## src/design/fpa_pkg.sv

```systemverilog
// Types and constants of the fixed-point ALU.
// Used by every module of the block; depends on nothing.
package fpa_pkg;

  localparam logic [4:0] OP_ADD      = 5'd0;
  localparam logic [4:0] OP_SUB      = 5'd1;
  localparam logic [4:0] OP_MUL      = 5'd2;
  localparam logic [4:0] OP_DIV      = 5'd3;
  localparam logic [4:0] OP_LT       = 5'd4;
  localparam logic [4:0] OP_GT       = 5'd5;
  localparam logic [4:0] OP_LE       = 5'd6;
  localparam logic [4:0] OP_GE       = 5'd7;
  localparam logic [4:0] OP_EQ       = 5'd8;
  localparam logic [4:0] OP_NE       = 5'd9;
  localparam logic [4:0] OP_MIN      = 5'd10;
  localparam logic [4:0] OP_MAX      = 5'd11;
  localparam logic [4:0] OP_ABS      = 5'd12;
  localparam logic [4:0] OP_INC      = 5'd13;
  localparam logic [4:0] OP_DEC      = 5'd14;
  localparam logic [4:0] OP_FROM_INT = 5'd15;
  localparam logic [4:0] OP_TO_INT   = 5'd16;

  localparam logic signed [31:0] RAW_MAX = 32'sh7FFF_FFFF;
  localparam logic signed [31:0] RAW_MIN = 32'sh8000_0000;

  typedef enum logic [1:0] {
    CLS_FAST,
    CLS_MUL,
    CLS_DIV
  } op_class_t;

  typedef struct packed {
    logic [4:0]         opcode;
    logic signed [31:0] operand_a;
    logic signed [31:0] operand_b;
  } in_item_t;

  typedef struct packed {
    logic signed [31:0] result_value;
    logic               compare_true;
    logic               overflow;
    logic               divide_by_zero;
  } out_item_t;

  typedef struct packed {
    op_class_t   cls;
    out_item_t   fast;
    logic [31:0] mag_a;
    logic [31:0] mag_b;
    logic        neg;
  } entry_t;

endpackage

```

## src/design/fpa_front.sv

```systemverilog
// Front end: decodes an item, computes the fast-class operations and
// prepares magnitudes for multiply and divide. Depends on fpa_pkg.
module fpa_front #(
  parameter int FRACTION_BITS = 8
) (
  input  fpa_pkg::in_item_t request,
  output fpa_pkg::entry_t   entry
);

  logic signed [31:0] a;
  logic signed [31:0] b;
  logic signed [32:0] sum;
  logic signed [32:0] diff;
  logic signed [31:0] hi_a;
  logic               lt;
  fpa_pkg::out_item_t fast;

  assign a    = request.operand_a;
  assign b    = request.operand_b;
  assign sum  = {a[31], a} + {b[31], b};
  assign diff = {a[31], a} - {b[31], b};
  assign hi_a = a >>> (31 - FRACTION_BITS);
  assign lt   = a < b;

  always_comb begin
    fast = '0;
    entry.cls = fpa_pkg::CLS_FAST;
    unique case (request.opcode)
      fpa_pkg::OP_ADD: begin
        fast.overflow = sum[32] != sum[31];
        fast.result_value = fast.overflow ? (sum[32] ? fpa_pkg::RAW_MIN : fpa_pkg::RAW_MAX)
                                          : sum[31:0];
      end
      fpa_pkg::OP_SUB: begin
        fast.overflow = diff[32] != diff[31];
        fast.result_value = fast.overflow ? (diff[32] ? fpa_pkg::RAW_MIN : fpa_pkg::RAW_MAX)
                                          : diff[31:0];
      end
      fpa_pkg::OP_MUL: entry.cls = fpa_pkg::CLS_MUL;
      fpa_pkg::OP_DIV: begin
        if (b == 32'sd0) begin
          fast.divide_by_zero = 1'b1;
          if (a > 32'sd0) fast.result_value = fpa_pkg::RAW_MAX;
          else if (a < 32'sd0) fast.result_value = fpa_pkg::RAW_MIN;
        end else begin
          entry.cls = fpa_pkg::CLS_DIV;
        end
      end
      fpa_pkg::OP_LT: fast.compare_true = lt;
      fpa_pkg::OP_GT: fast.compare_true = !lt && (a != b);
      fpa_pkg::OP_LE: fast.compare_true = lt || (a == b);
      fpa_pkg::OP_GE: fast.compare_true = !lt;
      fpa_pkg::OP_EQ: fast.compare_true = a == b;
      fpa_pkg::OP_NE: fast.compare_true = a != b;
      fpa_pkg::OP_MIN: fast.result_value = lt ? a : b;
      fpa_pkg::OP_MAX: fast.result_value = (!lt && (a != b)) ? a : b;
      fpa_pkg::OP_ABS: begin
        fast.overflow = a == fpa_pkg::RAW_MIN;
        fast.result_value = fast.overflow ? fpa_pkg::RAW_MAX : (a[31] ? -a : a);
      end
      fpa_pkg::OP_INC: begin
        fast.overflow = a == fpa_pkg::RAW_MAX;
        fast.result_value = fast.overflow ? fpa_pkg::RAW_MAX : a + 32'sd1;
      end
      fpa_pkg::OP_DEC: begin
        fast.overflow = a == fpa_pkg::RAW_MIN;
        fast.result_value = fast.overflow ? fpa_pkg::RAW_MIN : a - 32'sd1;
      end
      fpa_pkg::OP_FROM_INT: begin
        fast.overflow = !((hi_a == 32'sd0) || (hi_a == -32'sd1));
        fast.result_value = fast.overflow ? (a[31] ? fpa_pkg::RAW_MIN : fpa_pkg::RAW_MAX)
                                          : (a <<< FRACTION_BITS);
      end
      fpa_pkg::OP_TO_INT: fast.result_value = a >>> FRACTION_BITS;
      default: fast = '0;
    endcase
    entry.fast  = fast;
    entry.mag_a = a[31] ? 32'(-a) : 32'(a);
    entry.mag_b = b[31] ? 32'(-b) : 32'(b);
    entry.neg   = a[31] ^ b[31];
  end

endmodule

```

## config.mk

```make
export PLATFORM = sky130hd
export DESIGN_NAME = fpa_front
export DESIGN_NICKNAME = d
export VERILOG_FILES = /design/src/design/fpa_pkg.sv /design/src/design/fpa_front.sv
export SDC_FILE = /design/constraint.sdc
export NUM_CORES = 1
export LEC_CHECK = 0
export BUFFER_PORTS_ARGS = -buffer_cell sky130_fd_sc_hd__buf_2
export CORE_UTILIZATION = 29
export DETAILED_ROUTE_END_ITERATION = 8
export GPL_ROUTABILITY_DRIVEN = 0
export PLACE_DENSITY = 0.51
export RECOVER_POWER = 50
export SETUP_SLACK_MARGIN = 0.4
export SLEW_MARGIN = 20
export SYNTH_ARGS = -nofsm -noshare
export SYNTH_HDL_FRONTEND = slang
export SYNTH_SLANG_ARGS = --single-unit
```

## constraint.sdc

```tcl
create_clock -name vclk -period 6.85
set_input_delay 0.685 -clock vclk [all_inputs]
set_output_delay 0.685 -clock vclk [all_outputs]
set_load 0.03 [all_outputs]
```

-- Word level (Yosys, flattened, before mapping)
Index checks and enable logic that the tools add are counted.
- register bits: 0
- output and inout port bits: 102
- word-level logic and storage cells: 65
- order comparisons: 3
- equal/unequal tests: 23
- add/sub/neg operators: 6
- reductions and logical operators: 9
- bitwise gates (word level): 1
- mux-type cells: 23
- operators by type and width (cell ; number):
    $mux 32 ; 16
    $pmux 32 s10 ; 1
    $eq 32x32->1 const B ; 2
    $logic_not 32->1 ; 2
    $neg 32->32 ; 2
    $eq 5x4->1 const B ; 8
    $add 32x32->33 ; 1
    $sub 32x32->33 ; 1
    $add 32x2->32 const B ; 1
    $eq 32x32->1 ; 1
    $gt 32x1->1 const B ; 1
    $lt 32x1->1 const B ; 1
    $lt 32x32->1 ; 1
    $ne 32x32->1 ; 1
    $sub 32x2->32 const B ; 1
    $eq 5x3->1 const B ; 4
    $eq 5x2->1 const B ; 2
    $eq 9x1->1 const B ; 1
    $pmux 1 s6 ; 1
    $eq 5x1->1 const B ; 1
    $eq 5x5->1 const B ; 1
    $logic_not 5->1 ; 1
    $pmux 1 s5 ; 1
    $pmux 2 s2 ; 1
    other kinds (8) ; 12

-- Logic depth before layout (Yosys ltp)
- depth after elaboration: 5
- mapped depth: 16

-- Worst setup path after synthesis
No wires, ideal clock.
- path type: in2out
- from: input port request[1] (netlist bit)
- to: output port entry[94] (netlist bit)
- setup slack: 2.247 ns
- required time: 6.165 ns
- path buffers: 2
- stages on the path: 13
- data arrival time: 3.918 ns
- cell sequence: inv_1 -> ha_1 -> nor2b_1 -> o31ai_1 -> a211oi_1 -> o31a_1 -> nor3_1 -> mux2_2 -> clkbuf_1 -> clkbuf_1 -> nor2_1 -> a21oi_1 -> o2111ai_1
- RTL lines (item ; line ; source):
    start, declared ; fpa_front.sv:6 ; input fpa_pkg::in_item_t request,
    end, declared ; fpa_front.sv:7 ; output fpa_pkg::entry_t entry

==> flow_summary.yaml <==
outcome:
  status: "finished, violations left"
  violations: "capacitance limit, slew limit"
placement:
  dp.cells: 1989
  dp_hpwl_um: 36400
  portBuffers: 171
  pre_cts_slack_ns: 0.834
timing:
  slew_viol_final: 31
  worst_pin_slew_ns: 1.70
  fmax_mhz: 160
  rsz0062_at_grt: "no"
  min_period_over_period_pct: 91.1
  hold-worst-slack_ns: 1.73
  setup-tns-final_ns: 0
  hold_viol_final: 0
  slew_headroom_pct: -13.6
  setup_violations: 0
  min_period_ns: 6.24
  setup_ws_ns: 0.612
route:
  firstDrtPassIters: 9
  initialDrtViolationCount: 1880
  ant_nets: 0
  num_vias: 12700
  routed_wl_um: 47000
  drcViolationCount: 0
  wl_per_cell_um: 23.6
  routed_via_density: 6.37
global_routing:
  antenna_found_initial: 0
  grt_pass1_wl_um: 70600
  grt_busiest_layer: "met2"
  grtUsageMet3_pct: 2.95
  track_usage_pct: 27.4
  grt_pass1_vias: 11400
  use_met1_pct: 38.9
  grt_start_max_net_pins: 49
  overflow: 0
  use_met2_pct: 42.6
synth:
  synth_top_family_by_area: "compound AO/OA/AOI/OAI gates"
  synth_simple_gate_area_share_pct: 28.1
  synth.mux.area_fraction_pct: 1.11
  synth-compound-area-share_pct: 38.6
  ys_warn_count: 0
  syn_avg_cell_area_um2: 6.11
  synth_cells: 1510
  ys_seq_area_share_pct: 0
  syn-num-nets: 1648
  synth_xor_area_share_pct: 13.8
  synthAdderAreaFrac_pct: 9.52
  netlist_area_um2: 9220
  synth_cell_type_count: 83
setup_path:
  required_ns: 6.16
  path_class: "input port to output port"
  max_stage_delay_ns: 0.77
  crit_start: "request[29]"
  crit_family: "simple AND/OR/NAND/NOR gates"
  crit_slowest_cell: "nor4_1"
  crit_chain: "buf_2 -> inv_1 -> ha_1 -> nand4_1 -> nor4_1 -> nand4_1 -> and2_1 -> mux2_2 -> buf_4 -> mux2i_1 -> o221ai_1 -> a21oi_1 -> o311ai_1 -> buf_2"
  crit_end: "entry[69]"
  critPathMaxFanout: 48
  worstPathArrival_ns: 5.55
  start_kind: "input port"
  crit_buf_inv: 4
  critical_path.endpoint_type: "output port"
  crit_cells: 14
clock_network:
  postCtsResizedCells: 0
  post_cts_buffers: 0
  ctsHoldBuffers: 0
layout:
  diodes: 0
  drive_gt1_share_pct: 13.2
  nClkBuffers: 0
  num-fill-cells: 3543
  final_cell_count_no_fill: 1989
  seqCellArea_um2: 0
  seq_cells: 0
  syn_to_final_growth_pct: 12.5
  multiInputGateArea_um2: 8440
  nets: 1733
power:
  peakVddDrop_v: 0.0000565
  leakage_uw: 0.00408
  power_density_nw_per_um2: 99.7
  power_switching_uw: 715
  p_int_uw: 320
  combPwrFrac_pct: 100.0
  p_clk_share_pct: 0
  seqPwrFrac_pct: 0
  swShare_pct: 69.1
min_path:
  holdPathStages: 3
  hold_path_class: "input port to output port"
floorplanning:
  dieArea_um2: 32500
  initial_core_util_pct: 29.8
  die_h_um: 180
  pin_count: 171
  coreArea_um2: 30900
  num_rows: 64
  die_width_um: 180
flow_run:
  maxCapViolations: 1
[metrics by stage]
stage	total power (µW)	utilization [%]	instance area, µm²
final	1040	33.6	10400
after CTS	1020	33.8	10400
after global placement	1010	33.8	10400
after global routing	1100	33.6	10400
after floorplan	687	-	9220
after detailed placement	1010	33.8	10400
[logic make-up (layout without fill, tap and decap cells)]
group	Yosys count	count (layout)
AO/OA/AOI/OAI	551	551
XOR/XNOR	145	145
adder cells (fa/ha/maj)	69	69
buffers and inverters	213	296
multiplexers	10	10
AND/OR/NAND/NOR	522	522
[worst min path at each step]
stage	start	end	slack [ns]
2_1_floorplan	request[30]	entry[32]	1.49
3_3_place_gp	request[0]	entry[1]	1.70
3_5_place_dp	request[0]	entry[1]	1.71
4_1_cts	request[0]	entry[1]	1.71
5_1_grt	request[24]	entry[25]	1.74
6_report	request[24]	entry[25]	1.73
[power groups by stage]
stage                     registers (µW)  clock network, µW  logic, µW
after floorplan                        0                  0        687
after global placement                 0                  0       1010
after detailed placement               0                  0       1010
after CTS                              0                  0       1020
after global routing                   0                  0       1100
final                                  0                  0       1040
[Yosys cell counts, types with 22 or more instances]
cell type | instances | area [µm²]
nor3_1 | 38 | 190
nor2_1 | 128 | 480
o21ai_0 | 136 | 681
nand2_1 | 126 | 473
o2111ai_1 | 22 | 193
o31ai_1 | 23 | 173
o21ai_1 | 38 | 190
clkbuf_1 | 125 | 469
ha_1 | 67 | 838
xnor2_1 | 125 | 1090
nand3_1 | 55 | 275
a211oi_1 | 28 | 210
a21oi_1 | 119 | 596
nand4_1 | 44 | 275
inv_1 | 64 | 240
[layout by cell type (no fill, tap or decap), types with 20 or more instances in the layout]
cell / count
nand4_1: 44
nor3_1: 37
a21oi_1: 119
o31ai_1: 23
xnor2_1: 123
inv_1: 65
a211oi_1: 27
xor2_1: 20
nor2_1: 127
buf_2: 126
a31oi_1: 21
nand3_1: 55
buf_4: 48
clkbuf_1: 46
nor4_1: 20
o21ai_1: 38
ha_1: 67
nand2_1: 126
o2111ai_1: 22
o21ai_0: 136
[layer usage]
metal / routed length (µm) / vias to the layer above
met4: 1910 / 0
met5: 0 / -
met1: 19900 / 5888
met3: 5040 / 116
met2: 20100 / 894
li1: - / 5762
[final cells by class]
cell class	instances	area share, %
Tap cell	396	4.77
Multi-Input combinational cell	1297	81.3
Timing Repair Buffer	220	11.2
Inverter	76	2.75
Note: power is estimated with default switching activity, not from simulation.
