**src/design/fpa_pkg.sv**
```systemverilog
// Types and constants of the fixed-point ALU.
// Used by every module of the block; depends on nothing.
package fpa_pkg;

  localparam logic [4:0] OP_ADD      = 5'd0;
  localparam logic [4:0] OP_SUB      = 5'd1;
  localparam logic [4:0] OP_MUL      = 5'd2;
  localparam logic [4:0] OP_DIV      = 5'd3;
  localparam logic [4:0] OP_LT       = 5'd4;
  localparam logic [4:0] OP_GT       = 5'd5;
  localparam logic [4:0] OP_LE       = 5'd6;
  localparam logic [4:0] OP_GE       = 5'd7;
  localparam logic [4:0] OP_EQ       = 5'd8;
  localparam logic [4:0] OP_NE       = 5'd9;
  localparam logic [4:0] OP_MIN      = 5'd10;
  localparam logic [4:0] OP_MAX      = 5'd11;
  localparam logic [4:0] OP_ABS      = 5'd12;
  localparam logic [4:0] OP_INC      = 5'd13;
  localparam logic [4:0] OP_DEC      = 5'd14;
  localparam logic [4:0] OP_FROM_INT = 5'd15;
  localparam logic [4:0] OP_TO_INT   = 5'd16;

  localparam logic signed [31:0] RAW_MAX = 32'sh7FFF_FFFF;
  localparam logic signed [31:0] RAW_MIN = 32'sh8000_0000;

  typedef enum logic [1:0] {
    CLS_FAST,
    CLS_MUL,
    CLS_DIV
  } op_class_t;

  typedef struct packed {
    logic [4:0]         opcode;
    logic signed [31:0] operand_a;
    logic signed [31:0] operand_b;
  } in_item_t;

  typedef struct packed {
    logic signed [31:0] result_value;
    logic               compare_true;
    logic               overflow;
    logic               divide_by_zero;
  } out_item_t;

  typedef struct packed {
    op_class_t   cls;
    out_item_t   fast;
    logic [31:0] mag_a;
    logic [31:0] mag_b;
    logic        neg;
  } entry_t;

endpackage

```
**src/design/fpa_queue.sv**
```systemverilog
// Two-entry queue between the front end and the execution pipeline.
// Depends on fpa_pkg.
module fpa_queue (
  input  logic            clk,
  input  logic            rst,
  input  logic            push,
  input  fpa_pkg::entry_t push_data,
  input  logic            pop,
  output fpa_pkg::entry_t head,
  output logic            not_empty,
  output logic            full
);

  fpa_pkg::entry_t mem [2];
  logic            wptr;
  logic            rptr;
  logic [1:0]      count;

  assign head      = mem[rptr];
  assign not_empty = count != 2'd0;
  assign full      = count == 2'd2;

  always_ff @(posedge clk) begin
    if (push) begin
      mem[wptr] <= push_data;
    end
  end

  always_ff @(posedge clk) begin
    if (rst) begin
      wptr  <= 1'b0;
      rptr  <= 1'b0;
      count <= 2'd0;
    end else begin
      if (push) wptr <= !wptr;
      if (pop) rptr <= !rptr;
      count <= count + 2'(push) - 2'(pop);
    end
  end

endmodule

```
**config.mk**
```make
export PLATFORM = sky130hd
export DESIGN_NAME = fpa_queue
export DESIGN_NICKNAME = d
export VERILOG_FILES = /design/src/design/fpa_pkg.sv /design/src/design/fpa_queue.sv
export SDC_FILE = /design/constraint.sdc
export NUM_CORES = 1
export LEC_CHECK = 0
export ABC_AREA = 1
export BUFFER_PORTS_ARGS = -buffer_cell sky130_fd_sc_hd__buf_2
export CAP_MARGIN = 10
export CORE_MARGIN = 2
export CORE_UTILIZATION = 30
export CTS_BUF_LIST = sky130_fd_sc_hd__clkbuf_8
export CTS_CLUSTER_DIAMETER = 150
export DETAILED_ROUTE_END_ITERATION = 10
export HOLD_SLACK_MARGIN = 0.06
export MAX_ROUTING_LAYER = met4
export SYNTH_ARGS = -nofsm -noshare
export SYNTH_HDL_FRONTEND = slang
export SYNTH_SLANG_ARGS = --single-unit
export TNS_END_PERCENT = 30
```
**constraint.sdc**
```tcl
create_clock -name clk -period 10.7 [get_ports clk]
set_clock_uncertainty 0.15 [all_clocks]
set_input_delay 1.605 -clock clk [delete_from_list [all_inputs] [get_ports clk]]
set_output_delay 1.605 -clock clk [all_outputs]
set_load 0.01 [all_outputs]
```
# --- After elaboration in Yosys (flattened, before gate mapping) ---
# Memories as Yosys holds them, arrays and structs flattened. A register that Yosys moved wholly into a read port is not among the register bits.
# Index checks and enable logic that the tools add are counted.
word_totals:
  register_bits: 4
  ram_bits: 204
  output_inout_bits: 104
  word_cells: 14
  n_memories: 1
memory_table:
  columns: ["name", "words", "word_bits", "read_ports", "rd_ports_with_merged_regs", "wr", "line", "rtl"]
  rows:
  - ["mem", 2, 102, 1, 1, 1, "fpa_queue.sv:14", "fpa_pkg::entry_t mem [2];"]
op_classes:
  add_sub_neg: 2
  n_eq_ne: 1
  mux: 4
  n_reduce_logical: 3
ops:
  columns: ["op", "n"]
  rows:
  - ["1-bit two-way mux", 4]
  - ["2-bit by 1-bit adder with 2-bit output", 1]
  - ["2-bit equality test, second input constant", 1]
  - ["1-bit zero test", 2]
  - ["2-bit nonzero test", 1]
  - ["2-bit by 1-bit subtractor with 2-bit output", 1]

# --- Depth between registers and ports, before layout ---
# Gate-level depths: netlist of run 1.
logic_depth:
  depth_word: 3
  ltp_mapped: 7
  mapped_depth_nobuf: 7

# --- Least setup slack after synthesis of run 1 ---
# OpenSTA, ideal clock, no wires.
synth_timing:
  path_type: "input-to-reg"
  start: "input push"
  end: "memory mem[0][0] (netlist bit) (enable)"
  arrival_ps: 5914
  path_slack_ps: 4069
  stages: 2
  cell_sequence: "inv_1 > nor2_1"
synth_via:
  elab_chain_cells: 2
synth_rtl:
  columns: ["element", "line", "rtl"]
  rows:
  - ["start, declared", "fpa_queue.sv:6", "input logic push,"]
  - ["1-bit two-way mux", "fpa_queue.sv:24", "if (push) begin"]
  - ["1-bit two-way mux (not written as such)", "fpa_queue.sv:25", "mem[wptr] <= push_data;"]
  - ["end, declared", "fpa_queue.sv:14", null]
# No other way between the ends.

==> flow_summary.toml, run 1 <==
[status]
status = "finished, final reports clean"

[worst_setup_path]
reg2regPathDepth = 3
reg2reg_to = "mem[1][76]"
cp.arrival_ns = 2.83
path_max_fanout = 54
crit_required_ns = 8.95
rrSetupSlack_ns = 8.41
crit_type = "reg2out"
reg2reg_from = "wptr"
crit_path_end_kind = "output port"
cp-start-kind = "flip-flop"

[floorplanning]
core_sq_um = 25980
die_w_um = 166.3
io_pins = 210
fp.dieH_um = 166.3
die_area_sq_um = 27670
initial_core_util = 0.3043
num_rows = 59

[placed_design]
gp_congestion = 0.6867
place_hpwl_um = 9906
numPortBuffers = 209
place_area_sq_um = 9308

[cts]
clock-root-buffer = "clkbuf_8"
postCtsSetupBuffers = 0
htreeDepth = 2
clock_sinks = 209
cts_buffer_depth = 3
cts_tree = "done"
cts_hold_buf = 0
clk-insertion-delay-late_ns = 0.49
clk_pin_slew_ns = 0.05
cts-resized-gates = 0
cts_buffers = 36

[power_and_ir_drop]
p_leak_uw = 0.003943
ir_drop_mv = 0.1019
power_uw = 1842
power.density_nw_per_um2 = 184.5

[sta]
finalHoldViolCount = 0
finalCriticalPeriod_ns = 4.590
slew_headroom = 0.3522
rsz0062_at_grt = "false"
finalCritPeriodShare = 0.4290
fmax_mhz = 217.9
slew_violations = 0
setup_viol = 0
tightest_slew_ns = 0.9717
whs_ns = 0.3823
fin_setup_tns_ns = 0

[final_layout]
area_delta_synth_final_pct = 26.25
final_nets = 696
stdcell_area_sq_um = 9982
drive_gt1_frac = 0.5938

[hold_path]
hold_depth = 2
min_from = "rptr"
hold_path.class = "reg2reg"

[drt]
viasPerCell = 4.210
drt_iter0_drc = 254
num_vias = 3974
postRouteAntennaNets = 0
drt-wirelength-per-cell_um = 15.78
first_pass_iters = 6
wl_um = 14900
drc = 0

[global_route]
antenna_found_initial = 1
grt_pass1_wl_um = 22670
grt_max_degree = 59
grt_pass1_vias = 4291
grt_use_total = 0.1070
grt_overflow = 0

[synthesis]
yosysTopAreaCellShare = 0.7748
syn-cell-area_sq_um = 7906
ys_warn_count = 0
synth_top_area_cell = "edfxtp_1"
synth.avg_cell_area_sq_um = 22.72
synth-seq-area-share = 0.7875
synth.distinct_cells = 15
synth-seq-cells = 209
synthCells = 348
syn-num-nets = 456
synth.top_cells.by_area = "edfxtp_1, mux2_4, mux2_2, dfxtp_1, buf_6"

[run]
maxCapViolCount = 0
## cell type report
class                   count  area, sq um
multi-input cells         120         1550
diodes                      1        2.502
clock inverters            18        121.4
flip-flops and latches    209         6230
inverters                   8        32.53
fillers                  2449        16000
well taps                 335        419.2
repair buffers            213         1076
clock buffers              40        550.5
## synthesized netlist by cell type
cell and count:
mux2_2 22, buf_2 2, nor3_1 1, buf_6 8, dfxtp_1 5, nand2_1 5
ha_1 2, edfxtp_1 204, mux2_4 80, nand3_1 1, a21oi_1 1, nor2_1 7
buf_4 1, inv_1 8, xnor2_1 1
## how the worst max path moves through the flow
stage	end	slack, ns	cells after the start
after floorplan	mem[0][0]	4.07	2
after global placement	head[5]	6.57	3
after detailed placement	head[5]	6.54	3
final	head[5]	6.11	3
after global routing	head[5]	5.88	3
after CTS	head[5]	5.99	3
## critical path, cell delays in order (launching register included)
cell and delay (ns):
dfxtp_4 0.86, buf_4 0.90, mux2_2 0.41, buf_2 0.14
## routing by layer
metal,vias up,track usage,wire (um)
met5,-,-,0
met4,0,0.04423,442
met3,41,0.03694,1121
met2,158,0.1831,7574
met1,1927,0.1133,5758
li1,1848,-,-
## kinds of logic after synthesis
family | after synthesis | share of synthesized area
AOI/OAI and AO/OA | 1 | 0.0006324
buffers and inverters | 19 | 0.01741
and+or+nand+nor | 14 | 0.006963
DFF | 209 | 0.7875
muxes | 102 | 0.1833
xor gates and xnor gates | 1 | 0.001108
adders and majority gates | 2 | 0.003165
## flip-flops by register name, summed over array words and instances (netlist names), named ones only
name,cells
count,2
mem,204
rptr,1
wptr,1
## cell usage in the layout, fill, tap and decap left out
| cell type | n |
|---|---|
| mux2_4 | 80 |
| bufinv_16 | 2 |
| nand3_1 | 1 |
| inv_1 | 15 |
| clkinv_1 | 7 |
| a21oi_1 | 1 |
| buf_4 | 4 |
| dfxtp_4 | 1 |
| nor2_1 | 6 |
| diode_2 | 1 |
| nor3_1 | 1 |
| inv_4 | 1 |
| dfxtp_1 | 4 |
| clkinv_2 | 1 |
| edfxtp_1 | 204 |
| clkbuf_8 | 40 |
| nor2_4 | 1 |
| buf_2 | 209 |
| nand2_1 | 5 |
| xnor2_1 | 1 |
| mux2_2 | 22 |
| ha_1 | 2 |
## where the power goes
part | internal [uW] | switching (uW) | leakage (uW)
logic | 105 | 94.7 | 0.00161
clock network | 386 | 288 | 0.000373
registers | 949 | 19.6 | 0.00196
## stage by stage
step,cells,setup slack [ns],util
after floorplan,348,4.069,-
after global placement,885,6.568,0.3582
after detailed placement,885,6.536,0.3582
after CTS,943,5.991,0.3841
after global routing,944,5.885,0.3841
final,944,6.110,0.3841
No activity file was read; power rests on OpenSTA's default activity.
==> inputs of run 2 (changes only) <==
clock period = 4.2 ns   (was 10.7 ns; I/O delays follow)
==> flow_summary.toml, run 2 (same netlist as run 1, synthesis figures left out) <==
[cts]
cts-resized-gates = 0
clock_sinks = 209
clk_pin_slew_ns = 0.06
cts_buffers = 35
clk-insertion-delay-late_ns = 0.49
postCtsSetupBuffers = 0
cts_hold_buf = 0
htreeDepth = 2
clock-root-buffer = "clkbuf_8"
cts_buffer_depth = 3
cts_tree = "done"

[drt]
first_pass_iters = 4
drc = 0
postRouteAntennaNets = 0
drt-wirelength-per-cell_um = 15.85
num_vias = 3975
viasPerCell = 4.215
wl_um = 14950
drt_iter0_drc = 150

[sta]
slew_headroom = 0.4697
whs_ns = 0.1649
finalCritPeriodShare = 0.6621
finalCriticalPeriod_ns = 2.781
fin_setup_tns_ns = 0
tightest_slew_ns = 0.7955
finalHoldViolCount = 0
slew_violations = 0
rsz0062_at_grt = "false"
fmax_mhz = 359.6
setup_viol = 0

[worst_setup_path]
crit_type = "reg2out"
slowest_stage = "buf_12"
critical_path.cell_chain = "buf_12, mux2_2, buf_2"
cp.arrival_ns = 2.00
crit_required_ns = 3.42
cp-start-kind = "flip-flop"
slowest_delay_ns = 0.54
path_max_fanout = 102
crit_path_end_kind = "output port"

[placed_design]
numPortBuffers = 209
place_hpwl_um = 9775
gp_congestion = 0.7075

[global_route]
grt_max_degree = 103
grt_pass1_wl_um = 23210
grt_overflow = 0
grt_use_total = 0.1092
antenna_found_initial = 2
grt_pass1_vias = 4491

[final_layout]
largest_reg_flops = 204
top_register = "mem"
fillers = 2452
mostFrequentLayoutCells = "buf_2, edfxtp_1, mux2_4, clkbuf_8, mux2_2"
drive_gt1_frac = 0.5908
final_common_cell = "buf_2"
final_nets = 695
area_delta_synth_final_pct = 25.49
reg.largest.list = "mem x204, count x2"

[floorplanning]
fp.dieH_um = 166.3
initial_core_util = 0.3043
die_area_sq_um = 27670
io_pins = 210
die_w_um = 166.3
core_sq_um = 25980
num_rows = 59

[power_and_ir_drop]
p_sw_uw = 1024
power.density_nw_per_um2 = 454.9
ir_drop_mv = 0.2363
intPower_uw = 3490
netSwitchingFraction = 0.2268
seqPwrFrac = 0.542
p_leak_uw = 0.003917
comb_power_share = 0.119
pwr-share-clk = 0.340

[status]
status = "finished, final reports clean"

[hold_path]
hold_path.class = "in2reg"

[run]
maxCapViolCount = 0
[run 2: path summary, 6_finish.rpt]
path	from	end	slack (ns)	depth (start not counted)
setup reg to reg	wptr	mem[1][61]	2.17	3
hold / removal	push_data[11]	mem[0][11]	0.16	1
setup / recovery	flip-flop	head[101]	1.42	3
hold reg to reg	rptr	rptr	0.36	2
[run 2: worst max-delay path: cells and delay by family (launching register included)]
kind | cells | cell delay, ns
buf+inv | 2 | 0.68
flops | 1 | 0.35
mux | 1 | 0.40
[run 2: metrics by stage]
step	total power (uW)	utilization	area, sq um	instances	setup slack, ns
final	4514	0.3818	9922	943	1.419
after global routing	4725	0.3818	9922	943	1.296
after CTS	4605	0.3816	9917	941	1.346
after detailed placement	3037	0.3592	9333	885	1.862
after global placement	3017	0.3592	9333	885	1.928
after floorplan	2827	-	7909	348	0.3187
[run 2: layout make-up]
class / count / area [sq um] / share of cell area
antenna: 2 / 5.005 / 0.0005044
clock buffer: 37 / 509.2 / 0.05132
clock inverter: 19 / 75.07 / 0.007566
inverter: 8 / 32.53 / 0.003279
multi-input combinational: 120 / 1550 / 0.1562
sequential: 209 / 6230 / 0.6279
tap: 335 / 419.2 / 0.04224
timing repair buffer: 213 / 1101 / 0.1110
[run 2: power by group through the flow]
stage	registers, uW	clock network, uW	logic (uW)
4_1_cts	2450	1610	549
2_1_floorplan	2490	0	340
6_report	2450	1530	536
3_3_place_gp	2480	0	534
5_1_grt	2450	1690	579
3_5_place_dp	2490	0	547
[run 2: metal layers]
layer / wire length, um / vias to the layer above / global-route usage
li1: - / 1846 / -
met1: 5819 / 1941 / 0.1162
met2: 7508 / 150 / 0.1869
met3: 1160 / 38 / 0.03718
met4: 463 / 0 / 0.04423
met5: 0 / - / -
==> inputs of run 3 (changes only) <==
clock period = 2.35 ns   (was 4.2 ns; I/O delays follow)
==> flow_summary.toml, run 3 (same netlist as run 1, synthesis figures left out) <==
[status]
status = "finished, final reports clean"

[final_layout]
final_nets = 802
largest_reg_flops = 204
final_common_cell = "buf_2"
final_util = 0.4263
reg.largest.list = "mem x204, count x2"
antennaDiodeCount = 0
area_delta_synth_final_pct = 40.12
stdcell_area_sq_um = 11080
mostFrequentLayoutCells = "buf_2, edfxtp_1, dlygate4sd3_1, mux2_4, clkbuf_8"
top_register = "mem"
drive_gt1_frac = 0.5063

[hold_path]
hold_path.class = "in2reg"
hold_depth = 3
min_from = "push"

[global_route]
grt_overflow = 0
grt_pass1_vias = 4995
grt_pass1_wl_um = 25270
grt_use_total = 0.1181
grt_max_degree = 55
antenna_found_initial = 0

[sta]
fmax_mhz = 443.7
slew_headroom = 0.7209
rsz0062_at_grt = "false"
finalHoldViolCount = 0
finalCriticalPeriod_ns = 2.254
setup_viol = 0
finalCritPeriodShare = 0.9591
slew_violations = 0
tightest_slew_ns = 0.4187

[cts]
clk-insertion-delay-late_ns = 0.49
cts_buffers = 35
postCtsSetupBuffers = 0
htreeDepth = 2
cts_tree = "done"
cts_buffer_depth = 3
clock-root-buffer = "clkbuf_8"
clk_pin_slew_ns = 0.05
clock_sinks = 209

[placed_design]
gp_congestion = 0.6961
place_area_sq_um = 9420
numPortBuffers = 209
place_hpwl_um = 10230

[worst_setup_path]
slowest_delay_ns = 0.38
path_max_fanout = 51
crit_type = "reg2out"
critical_path.cell_chain = "buf_16, mux2_2, buf_2"
reg2reg_from = "rptr"
crit_path_end_kind = "output port"
reg2regPathDepth = 3
cp.arrival_ns = 1.75
cp.depth = 3
slowest_stage = "dfxtp_4"
cp-start-kind = "flip-flop"
crit_required_ns = 1.85
worstPathBufferInverterCount = 2
cpLargestDelayFamily = "buffers and inverters"

[floorplanning]
fp.dieH_um = 166.3
initial_core_util = 0.3043
io_pins = 210
die_area_sq_um = 27670
die_w_um = 166.3
core_sq_um = 25980
num_rows = 59

[run]
maxCapViolCount = 0

[drt]
wl_um = 16120
viasPerCell = 4.144
drc = 0
drt_iter0_drc = 137
first_pass_iters = 4
drt-wirelength-per-cell_um = 15.32
postRouteAntennaNets = 0
num_vias = 4359

[power_and_ir_drop]
ir_drop_mv = 0.5077
power.density_nw_per_um2 = 746.2
p_leak_uw = 0.004398
[run 3: path summary, 6_finish.rpt]
check	to	slack [ns]
hold reg to reg	rptr	0.40
setup reg to reg	flip-flop	0.97
setup / recovery	head[9]	0.1
hold / removal	wptr	0.11
[run 3: cell type report]
class | count | area (sq um)
clock inverters | 23 | 90.09
clock buffers | 37 | 509.2
fillers | 2305 | 14910
repair buffers | 320 | 2225
flip-flops and latches | 209 | 6231
inverters | 8 | 46.29
well taps | 335 | 419.2
multi-input cells | 120 | 1558
[run 3: worst min-delay path, stage by stage]
cell and delay [ns]:
buf_2 0.18, nor2_1 0.12, nor3_1 0.06
[run 3: routing by layer]
| metal | GRT usage | up-vias | part of all wire |
|---|---|---|---|
| met3 | 0.03670 | 42 | 0.071 |
| li1 | - | 2061 | - |
| met4 | 0.04348 | 0 | 0.028 |
| met5 | - | - | 0 |
| met1 | 0.1293 | 2100 | 0.40 |
| met2 | 0.2028 | 156 | 0.50 |
[run 3: what timing repair did]
item | in CTS | in global routing
hold buffers | 105 | 0
endpoints found under the setup margin | 0 | 1
hold endpoints to repair | 209 | 0
resized for setup | 0 | 1
[run 3: report_power, final]
part           switching (uW)  leakage [uW]  total (uW)  internal (uW)
clock                    1330      0.000350        2770           1440
sequential               52.2       0.00196        4370           4320
combinational             508       0.00209        1120            614
total                    1890       0.00440        8270           6380
[run 3: through the flow]
step | worst slack [ns] | hold WS (ns) | total power (uW) | cells | setup TNS (ns)
detailed placement | 0.5824 | 0.3703 | 5451 | 887 | 0
CTS | 0.03820 | 0.06760 | 8430 | 1052 | 0
global route | 0.006312 | 0.08984 | 8673 | 1052 | 0
floorplan | -0.09127 | 0.2737 | 5049 | 348 | -18.48
global placement | 0.6041 | 0.3464 | 5415 | 887 | 0
finish | 0.09605 | 0.1066 | 8266 | 1052 | 0
